[src/rtl/twac_pkg.sv]
// Shared constants, codes and controller/datapath interface types for the tree-walk block.
`timescale 1ns / 1ps

package twac_pkg;

   // Bitmap geometry
   localparam int MAX_DEPTH = 10;
   localparam int SLOT_TOTAL = 1 << MAX_DEPTH;
   localparam int SLOT_AW = MAX_DEPTH;
   localparam int ROW_LG = (MAX_DEPTH < 5) ? MAX_DEPTH : 5;
   localparam int ROW_W = 1 << ROW_LG;
   localparam int ROW_CNT = SLOT_TOTAL / ROW_W;
   localparam int ROW_AW = (ROW_CNT > 1) ? $clog2(ROW_CNT) : 1;
   localparam int ROWS_W = ROW_AW + 1;
   localparam int SPAN_W = ROW_LG + 1;

   // Tree level and range stack
   localparam int LVL_W = $clog2(MAX_DEPTH + 1);
   localparam int STK_DEPTH = MAX_DEPTH + 1;
   localparam int STK_IW = $clog2(STK_DEPTH);
   localparam int STK_AW = $clog2(STK_DEPTH + 1);

   // Field widths
   localparam int DEPTH_W = 4;
   localparam int LEAF_W = 10;
   localparam int CNT11_W = 11;
   localparam int CNT10_W = 10;
   localparam logic [DEPTH_W-1:0] DEPTH_RESET = 4'd10;

   // Item action codes
   typedef enum logic [1:0] {
      ACT_MARK  = 2'd0,
      ACT_WALK  = 2'd1,
      ACT_SCAN  = 2'd2,
      ACT_CLEAR = 2'd3
   } action_type;

   // Commands from controller to datapath
   typedef struct packed {
      logic mark_load;
      logic mark_write;
      logic clear_map;
      logic scan_load;
      logic scan_step;
      logic walk_load;
      logic pop;
      logic walk_step;
   } cmd_type;

   // Status from datapath to controller
   typedef struct packed {
      logic last_row;
      logic range_done;
      logic walk_all_done;
   } sts_type;

endpackage

[src/rtl/twac_ctrl.sv]
// Controller state machine: sequences mark, clear, scan and tree-walk items.
`timescale 1ns / 1ps

module twac_ctrl (
   input  logic                 clock,
   input  logic                 reset,
   input  logic                 start,
   input  logic [1:0]           req_action,
   input  twac_pkg::sts_type    sts,
   output twac_pkg::cmd_type    cmd,
   output logic                 busy,
   output logic                 rsp_valid
);

   typedef enum logic [2:0] {
      ST_IDLE,
      ST_MARK_WR,
      ST_SCAN,
      ST_POP,
      ST_PROBE,
      ST_RESP
   } state_type;

   state_type state_ff, state_in;
   logic      busy_ff;
   logic      rsp_valid_ff;
   twac_pkg::action_type act;

   assign act = twac_pkg::action_type'(req_action);

   // Next state and commands
   always_comb begin
      state_in = state_ff;
      cmd = '0;
      unique case (state_ff)
         ST_IDLE: begin
            if (start) begin
               unique case (act)
                  twac_pkg::ACT_MARK: begin
                     cmd.mark_load = 1'b1;
                     state_in = ST_MARK_WR;
                  end
                  twac_pkg::ACT_WALK: begin
                     cmd.walk_load = 1'b1;
                     state_in = ST_POP;
                  end
                  twac_pkg::ACT_SCAN: begin
                     cmd.scan_load = 1'b1;
                     state_in = ST_SCAN;
                  end
                  twac_pkg::ACT_CLEAR: begin
                     cmd.clear_map = 1'b1;
                  end
                  default: ;
               endcase
            end
         end
         ST_MARK_WR: begin
            cmd.mark_write = 1'b1;
            state_in = ST_IDLE;
         end
         ST_SCAN: begin
            cmd.scan_step = 1'b1;
            if (sts.last_row) state_in = ST_RESP;
         end
         ST_POP: begin
            cmd.pop = 1'b1;
            state_in = ST_PROBE;
         end
         ST_PROBE: begin
            cmd.walk_step = 1'b1;
            if (sts.walk_all_done) state_in = ST_RESP;
            else if (sts.range_done) state_in = ST_POP;
         end
         ST_RESP: begin
            state_in = ST_IDLE;
         end
         default: state_in = ST_IDLE;
      endcase
   end

   // State and registered outputs
   always_ff @(posedge clock) begin
      if (reset) begin
         state_ff <= ST_IDLE;
         busy_ff <= 1'b0;
         rsp_valid_ff <= 1'b0;
      end else begin
         state_ff <= state_in;
         busy_ff <= (state_in != ST_IDLE);
         rsp_valid_ff <= (state_in == ST_RESP);
      end
   end

   assign busy = busy_ff;
   assign rsp_valid = rsp_valid_ff;

endmodule

[src/rtl/twac_dp.sv]
// Datapath: presence bitmap memory, range stack, depth register and probe tallies.
`timescale 1ns / 1ps

module twac_dp (
   input  logic                                clock,
   input  logic                                reset,
   input  twac_pkg::cmd_type                   cmd,
   output twac_pkg::sts_type                   sts,
   input  logic [twac_pkg::LEAF_W-1:0]         req_leaf_index,
   input  logic                                csr_wr_en,
   input  logic [twac_pkg::DEPTH_W-1:0]        csr_wr_data,
   output logic                                rsp_walk_kind,
   output logic [twac_pkg::CNT11_W-1:0]        rsp_probe_count,
   output logic [twac_pkg::CNT11_W-1:0]        rsp_success_count,
   output logic [twac_pkg::CNT11_W-1:0]        rsp_idle_count,
   output logic [twac_pkg::CNT10_W-1:0]        rsp_collision_count
);

   localparam int ROW_W = twac_pkg::ROW_W;
   localparam int ROW_LG = twac_pkg::ROW_LG;
   localparam int ROW_AW = twac_pkg::ROW_AW;
   localparam int ROW_CNT = twac_pkg::ROW_CNT;
   localparam int ROWS_W = twac_pkg::ROWS_W;
   localparam int SPAN_W = twac_pkg::SPAN_W;
   localparam int LVL_W = twac_pkg::LVL_W;
   localparam int SLOT_AW = twac_pkg::SLOT_AW;
   localparam int STK_DEPTH = twac_pkg::STK_DEPTH;
   localparam int STK_IW = twac_pkg::STK_IW;
   localparam int STK_AW = twac_pkg::STK_AW;
   localparam int C11 = twac_pkg::CNT11_W;
   localparam int C10 = twac_pkg::CNT10_W;
   localparam int LEAF_W1 = twac_pkg::LEAF_W + 1;

   // Rows covered by a range of 2^lvl slots
   function automatic logic [ROWS_W-1:0] rows_of(input logic [LVL_W-1:0] lvl);
      if (lvl >= LVL_W'(ROW_LG)) return ROWS_W'(1) << (lvl - LVL_W'(ROW_LG));
      else return ROWS_W'(1);
   endfunction

   // Slot mask of a range inside one row, aligned to bit 0
   function automatic logic [ROW_W-1:0] span_mask(input logic [LVL_W-1:0] lvl);
      logic [ROW_W:0] m;
      if (lvl >= LVL_W'(ROW_LG)) return '1;
      m = ((ROW_W + 1)'(1) << (ROW_W'(1) << lvl)) - (ROW_W + 1)'(1);
      return m[ROW_W-1:0];
   endfunction

   // Depth register and effective depth
   logic [twac_pkg::DEPTH_W-1:0] depth_ff;
   logic [LVL_W-1:0]             eff_depth;

   always_ff @(posedge clock) begin
      if (reset) depth_ff <= twac_pkg::DEPTH_RESET;
      else if (csr_wr_en) depth_ff <= csr_wr_data;
   end

   assign eff_depth = (depth_ff > twac_pkg::DEPTH_W'(twac_pkg::MAX_DEPTH))
                    ? LVL_W'(twac_pkg::MAX_DEPTH) : depth_ff[LVL_W-1:0];

   // Bitmap memory with per-row valid bits
   logic [ROW_W-1:0]  map_mem [ROW_CNT];
   logic [ROW_CNT-1:0] row_valid_ff;
   logic [ROW_W-1:0]  rd_data_ff;
   logic              rd_valid_ff;
   logic [ROW_W-1:0]  row_data;
   logic [ROW_AW-1:0] cur_row_ff, cur_row_in;

   // Mark item
   logic [ROW_LG-1:0] mark_bit_ff;
   logic              mark_ok_ff;
   logic              mark_ok;
   logic [ROW_W-1:0]  mark_row;

   assign mark_ok = ({1'b0, req_leaf_index} < ((LEAF_W1)'(1) << eff_depth));

   always_ff @(posedge clock) begin
      if (cmd.mark_load) begin
         mark_bit_ff <= req_leaf_index[ROW_LG-1:0];
         mark_ok_ff <= mark_ok;
      end
   end

   assign row_data = rd_valid_ff ? rd_data_ff : '0;
   assign mark_row = row_data | (ROW_W'(1) << mark_bit_ff);

   always_ff @(posedge clock) begin
      if (cmd.mark_write && mark_ok_ff) map_mem[cur_row_ff] <= mark_row;
      rd_data_ff <= map_mem[cur_row_in];
      rd_valid_ff <= row_valid_ff[cur_row_in];
   end

   always_ff @(posedge clock) begin
      if (reset || cmd.clear_map) row_valid_ff <= '0;
      else if (cmd.mark_write && mark_ok_ff) row_valid_ff[cur_row_ff] <= 1'b1;
   end

   // Range stack
   logic [SLOT_AW-1:0] stk_base_ff [STK_DEPTH];
   logic [LVL_W-1:0]   stk_lvl_ff  [STK_DEPTH];
   logic [STK_AW-1:0]  stk_top_ff;
   logic [STK_IW-1:0]  pop_idx;
   logic [STK_IW-1:0]  push_idx;
   logic [SLOT_AW-1:0] pop_base;
   logic [LVL_W-1:0]   pop_lvl;

   assign pop_idx = STK_IW'(stk_top_ff - STK_AW'(1));
   assign push_idx = stk_top_ff[STK_IW-1:0];
   assign pop_base = stk_base_ff[pop_idx];
   assign pop_lvl = stk_lvl_ff[pop_idx];

   // Current range being probed
   logic [SLOT_AW-1:0] cur_base_ff;
   logic [LVL_W-1:0]   cur_lvl_ff;
   logic [ROWS_W-1:0]  rows_left_ff;
   logic [1:0]         cnt_ff;

   // Row select for the next read
   always_comb begin
      cur_row_in = cur_row_ff;
      if (cmd.mark_load) cur_row_in = req_leaf_index[SLOT_AW-1:ROW_LG];
      else if (cmd.scan_load) cur_row_in = '0;
      else if (cmd.pop) cur_row_in = pop_base[SLOT_AW-1:ROW_LG];
      else if (cmd.scan_step || cmd.walk_step) cur_row_in = cur_row_ff + ROW_AW'(1);
   end

   always_ff @(posedge clock) cur_row_ff <= cur_row_in;

   // Probe evaluation over one row
   logic [ROW_W-1:0]  walk_bits;
   logic              any_tag, many_tag;
   logic [1:0]        row_n;
   logic [2:0]        sum3;
   logic [1:0]        cnt_new;
   logic              range_done;
   logic              push;
   logic [SLOT_AW-1:0] half;
   logic [ROW_W-1:0]  scan_bits;
   logic [SPAN_W-1:0] scan_pop;
   logic [SPAN_W-1:0] scan_span;

   assign walk_bits = row_data & (span_mask(cur_lvl_ff) << cur_base_ff[ROW_LG-1:0]);
   assign any_tag = |walk_bits;
   assign many_tag = |(walk_bits & (walk_bits - ROW_W'(1)));
   assign row_n = many_tag ? 2'd2 : (any_tag ? 2'd1 : 2'd0);
   assign sum3 = {1'b0, cnt_ff} + {1'b0, row_n};
   assign cnt_new = (sum3 >= 3'd2) ? 2'd2 : sum3[1:0];
   assign range_done = cmd.walk_step && (cnt_new == 2'd2 || rows_left_ff == ROWS_W'(1));
   assign push = range_done && (cnt_new == 2'd2) && (cur_lvl_ff != '0)
              && (({1'b0, stk_top_ff} + (STK_AW + 1)'(2)) <= (STK_AW + 1)'(STK_DEPTH));
   assign half = SLOT_AW'(1) << (cur_lvl_ff - LVL_W'(1));

   assign scan_bits = row_data & span_mask(eff_depth);
   assign scan_pop = SPAN_W'($countones(scan_bits));
   assign scan_span = (eff_depth >= LVL_W'(ROW_LG)) ? SPAN_W'(ROW_W)
                    : (SPAN_W'(1) << eff_depth);

   // Range, stack and row counter control
   always_ff @(posedge clock) begin
      if (reset) begin
         stk_top_ff <= '0;
      end else if (cmd.walk_load) begin
         stk_top_ff <= STK_AW'(1);
      end else if (cmd.pop) begin
         stk_top_ff <= stk_top_ff - STK_AW'(1);
      end else if (push) begin
         stk_top_ff <= stk_top_ff + STK_AW'(2);
      end
   end

   always_ff @(posedge clock) begin
      if (cmd.walk_load) begin
         stk_base_ff[0] <= '0;
         stk_lvl_ff[0] <= eff_depth;
      end else if (push) begin
         // upper half below, lower half on top so it is probed first
         stk_base_ff[push_idx] <= cur_base_ff + half;
         stk_lvl_ff[push_idx] <= cur_lvl_ff - LVL_W'(1);
         stk_base_ff[push_idx + STK_IW'(1)] <= cur_base_ff;
         stk_lvl_ff[push_idx + STK_IW'(1)] <= cur_lvl_ff - LVL_W'(1);
      end
   end

   always_ff @(posedge clock) begin
      if (reset) begin
         cnt_ff <= '0;
         rows_left_ff <= '0;
      end else if (cmd.scan_load) begin
         rows_left_ff <= rows_of(eff_depth);
      end else if (cmd.pop) begin
         cur_base_ff <= pop_base;
         cur_lvl_ff <= pop_lvl;
         rows_left_ff <= rows_of(pop_lvl);
         cnt_ff <= '0;
      end else if (cmd.scan_step || cmd.walk_step) begin
         rows_left_ff <= rows_left_ff - ROWS_W'(1);
         // tag count only tracks the range under probe
         if (cmd.walk_step) cnt_ff <= cnt_new;
      end
   end

   // Tallies
   logic             kind_ff;
   logic [C11-1:0]   probes_ff, success_ff, idle_ff;
   logic [C10-1:0]   coll_ff;

   always_ff @(posedge clock) begin
      if (reset) begin
         kind_ff <= 1'b0;
         probes_ff <= '0;
         success_ff <= '0;
         idle_ff <= '0;
         coll_ff <= '0;
      end else if (cmd.walk_load || cmd.scan_load) begin
         kind_ff <= cmd.scan_load;
         probes_ff <= '0;
         success_ff <= '0;
         idle_ff <= '0;
         coll_ff <= '0;
      end else if (cmd.scan_step) begin
         probes_ff <= probes_ff + C11'(scan_span);
         success_ff <= success_ff + C11'(scan_pop);
         idle_ff <= idle_ff + C11'(scan_span - scan_pop);
      end else if (cmd.pop) begin
         probes_ff <= probes_ff + C11'(1);
      end else if (range_done) begin
         case (cnt_new)
            2'd0:    idle_ff <= idle_ff + C11'(1);
            2'd1:    success_ff <= success_ff + C11'(1);
            default: coll_ff <= coll_ff + C10'(1);
         endcase
      end
   end

   assign sts.last_row = (rows_left_ff == ROWS_W'(1));
   assign sts.range_done = range_done;
   assign sts.walk_all_done = range_done && (stk_top_ff == '0) && !push;

   assign rsp_walk_kind = kind_ff;
   assign rsp_probe_count = probes_ff;
   assign rsp_success_count = success_ff;
   assign rsp_idle_count = idle_ff;
   assign rsp_collision_count = coll_ff;

   // Checks
   a_stack_bound: assert property (@(posedge clock) disable iff (reset)
      stk_top_ff <= STK_AW'(STK_DEPTH))
      else $error("range stack overflow");

   a_pop_nonempty: assert property (@(posedge clock) disable iff (reset)
      cmd.pop |-> stk_top_ff != '0)
      else $error("pop from empty range stack");

   a_scan_no_coll: assert property (@(posedge clock) disable iff (reset)
      kind_ff |-> coll_ff == '0)
      else $error("collision counted during scan");

   a_scan_sum: assert property (@(posedge clock) disable iff (reset)
      kind_ff |-> probes_ff == C11'(success_ff + idle_ff))
      else $error("scan probe count mismatch");

   a_cnt_sat: assert property (@(posedge clock) disable iff (reset)
      cnt_ff <= 2'd2)
      else $error("tag count above saturation");

endmodule

[src/rtl/tree_walk_anticollision_stats.sv]
// Top level: binary tree-walk anticollision statistics over a tag presence bitmap.
`timescale 1ns / 1ps

// An item is taken when start is high and busy is low; busy stays high until the
// item is finished. A clear never raises busy, and a mark reads its bitmap row
// and then writes it back. A scan reads every 32-slot bitmap row in turn
// (2^(depth-5) rows, at least one) before it reports. A tree walk pops each
// probe's range off the range stack and then reads the bitmap rows for that
// probe, one row at a time: the single read port of the bitmap memory sets the
// pace. Each run ends with one result on the rsp_ ports, marked by rsp_valid for
// exactly one cycle; the receiver must take it then. The depth register may be
// written only while busy is low; it is read when each item is taken and at each scan row.

module tree_walk_anticollision_stats (
   input  logic                              clock,
   input  logic                              reset,
   input  logic                              start,
   output logic                              busy,
   input  logic [1:0]                        req_action,
   input  logic [twac_pkg::LEAF_W-1:0]       req_leaf_index,
   input  logic                              csr_wr_en,
   input  logic [twac_pkg::DEPTH_W-1:0]      csr_wr_data,
   output logic                              rsp_valid,
   output logic                              rsp_walk_kind,
   output logic [twac_pkg::CNT11_W-1:0]      rsp_probe_count,
   output logic [twac_pkg::CNT11_W-1:0]      rsp_success_count,
   output logic [twac_pkg::CNT11_W-1:0]      rsp_idle_count,
   output logic [twac_pkg::CNT10_W-1:0]      rsp_collision_count
);

   twac_pkg::cmd_type cmd;
   twac_pkg::sts_type sts;

   twac_ctrl u_ctrl (
      .clock      (clock),
      .reset      (reset),
      .start      (start),
      .req_action (req_action),
      .sts        (sts),
      .cmd        (cmd),
      .busy       (busy),
      .rsp_valid  (rsp_valid)
   );

   twac_dp u_dp (
      .clock               (clock),
      .reset               (reset),
      .cmd                 (cmd),
      .sts                 (sts),
      .req_leaf_index      (req_leaf_index),
      .csr_wr_en           (csr_wr_en),
      .csr_wr_data         (csr_wr_data),
      .rsp_walk_kind       (rsp_walk_kind),
      .rsp_probe_count     (rsp_probe_count),
      .rsp_success_count   (rsp_success_count),
      .rsp_idle_count      (rsp_idle_count),
      .rsp_collision_count (rsp_collision_count)
   );

endmodule

[config.mk]
export PLATFORM = sky130hd
export DESIGN_NAME = tree_walk_anticollision_stats
export DESIGN_NICKNAME = d
export VERILOG_FILES = /design/src/rtl/twac_pkg.sv /design/src/rtl/twac_ctrl.sv /design/src/rtl/twac_dp.sv /design/src/rtl/tree_walk_anticollision_stats.sv
export SDC_FILE = /design/constraint.sdc
export NUM_CORES = 2
export LEC_CHECK = 0
export BUFFER_PORTS_ARGS = -buffer_cell sky130_fd_sc_hd__buf_2
export CORE_ASPECT_RATIO = 0.75
export CORE_MARGIN = 2
export CORE_UTILIZATION = 63
export DETAILED_ROUTE_END_ITERATION = 12
export HOLD_SLACK_MARGIN = 0.08
export PLACE_DENSITY = 0.92
export SYNTH_ARGS = -nofsm -noshare
export SYNTH_HDL_FRONTEND = slang
export SYNTH_SLANG_ARGS = --single-unit
[constraint.sdc]
create_clock -name clock -period 11.7 [get_ports clock]
set_input_delay 0.585 -clock clock [delete_from_list [all_inputs] [get_ports clock]]
set_output_delay 0.585 -clock clock [all_outputs]
set_load 0.03 [all_outputs]
**Yosys cells after proc, flatten, opt, wreduce, memory -nomap -nowiden**

Memory sizes are Yosys's and may differ from the RTL's. A register that Yosys moved wholly into a read port is not among the register bits.
Cells that the tools add are included.

- Add/subtract/negate cells: 53
- Multiplexer cells: 74
- Shift operators: 11
- Reduce and logical (&&, ||, !) cells: 40
- $lt $le $gt $ge: 10
- Bitwise gates (word level): 10
- Eq/ne operators: 12

Operators with widths:

| kind | number |
|---|---|
| $mux 32 | 5 |
| $mux 11 | 10 |
| $and 32x32->32 | 3 |
| $add 6x6->6 | 15 |
| $or 32x32->32 | 2 |
| $reduce_or 32->1 | 2 |
| $shl 1x32->32 const A | 2 |
| $shl 1x4->32 const A | 2 |
| $sub 32x2->32 const B | 2 |
| $mux 6 | 6 |
| $add 11x1->11 const B | 3 |
| $add 1x1->2 | 16 |
| $shl 1x5->32 const A | 1 |
| $shl 32x5->32 | 1 |
| $sub 32x1->32 const B | 1 |
| $mux 1 | 27 |
| $mux 4 | 6 |
| $add 11x6->11 | 2 |
| $mux 5 | 4 |
| $shl 1x4->6 const A | 3 |
| $mux 2 | 7 |
| $reduce_bool 2->1 | 7 |
| $ge 4x3->1 const B | 3 |
| $lt 5x6->1 const B | 2 |
| 46 further kinds | 78 |

- Memories: 3
- Logic and storage cells: 233
- Input port bits: 20
- Bits in registers: 123
- RAM bits: 1178

Memory list:

| memory | words | bits a word | read ports | clocked after Yosys merged registers in | wr ports | line | text |
|---|---|---|---|---|---|---|---|
| u_dp.map_mem | 32 | 32 | 1 | 1 | 1 | twac_dp.sv:61 | `logic [ROW_W-1:0] map_mem [ROW_CNT];` |
| u_dp.stk_base_ff | 11 | 10 | 1 | 0 | 2 | twac_dp.sv:98 | `logic [SLOT_AW-1:0] stk_base_ff [STK_DEPTH];` |
| u_dp.stk_lvl_ff | 11 | 4 | 1 | 0 | 2 | twac_dp.sv:99 | `logic [LVL_W-1:0] stk_lvl_ff [STK_DEPTH];` |

**Logic depth before layout (Yosys ltp)**

- Word-level depth: 24
- Mapped depth: 38
- Gate-level depth less buffers: 38

**Cells and area by module**

Synthesis repeated with hierarchy kept, for this count alone.

- Cells, all modules: 4838
- Area, all modules: 60230.3 um2

By module, submodules not included:

| module | cells an instance | area each (um2) | instances |
|---|---|---|---|
| twac_dp | 4791 | 59831.1 | 1 |
| twac_ctrl | 47 | 399.1 | 1 |

**Worst setup path after synthesis**

No wires, ideal clock.

- Path type: reg2reg
- Start point: register u_dp.cur_lvl_ff[0]
- End point: memory u_dp.stk_base_ff[4][0] in the netlist's numbering (enable)
- Data arrival time: 7747 ps
- Cell stages (with the launch flop): 29
- Data required time: 11274 ps
- Setup time: 426 ps
- Period minus slack after synthesis: 8173 ps
- Slack: 3527 ps
- Path buffers: 4
- Cell sequence: edfxtp_1 -> inv_1 -> ha_1 -> buf_2 -> nor3_1 -> nand3_1 -> ha_1 -> clkbuf_1 -> nor2b_1 -> a2bb2oi_1 -> nand4_2 -> o21ai_2 -> o31ai_1 -> o311ai_2 -> nand4_2 -> nor3_4 -> nand4_2 -> o32ai_2 -> o2111ai_1 -> nor4_2 -> ha_1 -> inv_1 -> fa_1 -> a21oi_1 -> and4_1 -> clkbuf_1 -> clkbuf_1 -> nand2_1 -> o41ai_1

RTL lines:

| what | line | text |
|---|---|---|
| start, declared | twac_dp.sv:113 | `logic [LVL_W-1:0] cur_lvl_ff;` |
| start signal, assigned | twac_dp.sv:191 | `cur_lvl_ff <= pop_lvl;` |
| end, declared | twac_dp.sv:98 |  |

==> metrics <==
antenna viol nets, final 0; row cnt 98; die area 0.09815 sq mm; Worst Path Required 12210 ps; Hold Path Origin csr_wr_en; Max H-tree Level 3; vias 44310; Initial Utilization 63.40%; first-pass GRT wire length 267.7 mm; reg-to-reg startpoint u_dp.cur_lvl_ff[0]; total power 16.79 mW; maximum VDD drop 0.001000 V; worst-case clock buffer depth 3; CTS Root Cell clkbuf_16; Main synth FF type edfxtp_1; routed length per instance 29.59 um; Area after DPL 0.06203 sq mm; RSZ-0062 raised after global routing no; Distinct cells, synth 99; pwr/cell area 254.0 mW/mm^2; critical path data arrival time 10340 ps; initial DRC count 8249; setup bufs post-CTS 0; Util after Layout 69.57%; most used cell, CP ha_1; crit path launch type flop; met2 WL 81.44 mm; IO Count 66; WS Path Type flop to flop; Stages on worst setup path 25; area grow syn2layout 9.733%; final setup violation count 0; DRC violations left 0; Avg Inst Size Synth 12.30 sq um; Max stage delay on crit path 920 ps; FF-to-FF End u_dp.stk_base_ff[8][6]; initial antenna violation count 1; synth warn 0; final wirelength 183.6 mm; CTS buffer count 116; Hold Path End u_dp.depth_ff[1]; Sink Count 1333; R2R setup slack 1870 ps; GR Util All Layers 36.74%; Largest delay share family, worst path simple AND/OR/NAND/NOR gates; Die W 361.1 um; Fmax 0.1017 GHz; Least-Margin Pin Slew 1419 ps; Top Metal Used met4; Final Hold Fails 0; Max Transition Viols Final 0; CP endpoint kind flop; largest net degree at the start of global routing 240; Worst-path clk slew 70 ps; leak pwr 22.73 nW; Nets 5007; grt ovf 0; Post-Syn Area 0.06025 sq mm; die span in y 271.8 um; Vias/cell 7.140; minimum clock period 9829 ps; Post-synth EDFFs 1198; clock skew 38.80 ps; hold depth 2; setup TNS 0 ps; most common cell after layout, fill and taps aside edfxtp_1; Port Buf Inserts 65; crit path max-delay cell type nor2_1; TritonRoute pass-1 iters 9; most frequent cells in the layout 1198 x edfxtp_1, 740 x nand2_1, 294 x a211oi_1, 278 x and2_1, 277 x a31oi_1; ys async rst share 0%; DR WL met3 27.04 mm; vias in the first global route 42390; Worst Hold Class primary input to flop; cells after synthesis 4898; CTS tree yes; post-synth net total 5051; clk_lat worst skew 770 ps; Period Utilization, post-route 84.01%; met1 WL 66.10 mm; HPWL after DPL 102.4 mm; CP bufs+invs 4; core area 0.09503 sq mm; maximum capacitance violations 0; layout cell share with drive strength beyond 1 11.71%; Max Fanout on Critical Path 32; Synth Register Bits 1333; status finished clean; Slew HR 5.418%; Final Cell Area 0.06611 sq mm; sequential share of the synthesized area 64.19%; path depth of the worst reg2reg path 25; routability congestion estimate 1.066
[routing by layer]
metal  vias to the layer above  track usage (%)
li1                      18290                -
met1                     21390            51.06
met2                      3883            55.24
met3                       747            9.514
met4                         0            16.37
met5                         -                0
[where the power goes]
part,switching (mW),internal [mW]
combinational,4.38,2.44
clock,1.80,2.27
sequential,0.0896,5.81
[worst max path at each step]
stage / slack, ps / start / endpoint
final: 1870 / u_dp.cur_lvl_ff[0] / u_dp.stk_base_ff[8][6]
after CTS: 2040 / u_dp.depth_ff[1] / u_dp.rsp_idle_count[10]
after global routing: 1420 / u_dp.depth_ff[1] / u_dp.rsp_idle_count[10]
after global placement: 2430 / u_dp.cur_lvl_ff[0] / u_dp.stk_base_ff[10][0]
after detailed placement: 2090 / u_dp.depth_ff[1] / u_dp.rsp_idle_count[10]
after floorplan: 3530 / u_dp.cur_lvl_ff[0] / u_dp.stk_base_ff[4][0]
[sequential cells by signal, indices dropped and copies added, names as in the netlist, 2 cells and up]
name                      flops
u_dp.rsp_success_count       11
u_dp.cnt_ff                   2
u_dp.stk_base_ff            110
u_dp.cur_base_ff             10
u_dp.depth_ff                 4
u_dp.rsp_collision_count     10
u_dp.rd_data_ff              32
u_dp.rsp_idle_count          11
u_dp.mark_bit_ff              5
u_dp.push_idx                 4
u_dp.row_valid_ff            32
u_dp.rsp_probe_count         11
u_ctrl.state_ff               3
u_dp.stk_lvl_ff              44
u_dp.cur_row_ff               5
u_dp.cur_lvl_ff               4
u_dp.map_mem               1024
u_dp.rows_left_ff             6
[synthesized netlist by cell type, drive strengths merged, types with 8 or more instances]
master	instances	share of area [%]
a211oi	294	3.7
nor2b	42	0.44
o31ai	22	0.29
o21bai	14	0.17
nand2	748	4.7
nand4	23	0.27
a21o	18	0.22
xnor2	35	0.51
nand3	45	0.39
a2111oi	8	0.13
a21oi	127	1.1
mux2i	50	0.83
fa	32	1.1
a32oi	10	0.16
nand2b	26	0.27
a31oi	277	2.9
o211ai	24	0.34
xor2	30	0.44
nor3	43	0.38
and2	278	2.9
edfxtp	1198	60
o221ai	8	0.12
a221oi	9	0.14
mux2	75	1.4
ha	101	2.1
nor2	276	1.7
clkbuf	280	1.7
or2	14	0.15
o21ai	119	1.0
or3	21	0.22
o22ai	142	1.5
nand3b	11	0.14
dfxtp	135	4.5
o21a	13	0.16
nor4	43	0.51
buf	57	0.48
mux4	28	1.0
inv	113	0.70
[area by class of cell]
class / instances / area [sq um]
antenna: 1 / 2.502
clock buffer: 161 / 3184
clock inverter: 58 / 788.3
fill: 5718 / 28910
inverter: 113 / 431.7
multi-input combinational: 3115 / 20220
sequential: 1333 / 38680
tap: 1250 / 1564
timing repair buffer: 175 / 1240
[timing repair]
item / 4_1_cts / 5_1_grt
hold buffers: 9 / 0
endpoints found under the hold margin: 9 / 0
gates resized for setup: 0 / 0
[cells by family (layout without fill, tap and decap cells)]
family	Yosys count	after routing	share of synthesized area, %
fa+ha+maj	135	135	3.194
compound gates	1159	1159	12.99
xor+xnor	65	65	0.9449
simple gates	1602	1602	12.47
flops	1333	1333	64.19
buf+inv	450	507	2.928
other cells	1	2	0.006224
mux	153	153	3.279
[stage by stage]
| stage | instances | worst slack, ps | hold slack (ps) |
|---|---|---|---|
| final | 6206 | 1871 | 163.4 |
| after global routing | 6205 | 1420 | 160.1 |
| after CTS | 6204 | 2038 | 127.4 |
| after detailed placement | 5976 | 2085 | 452.5 |
| after global placement | 5976 | 2429 | 441.1 |
| after floorplan | 4898 | 3527 | 431.7 |
Power figures use the tool's default switching activity.
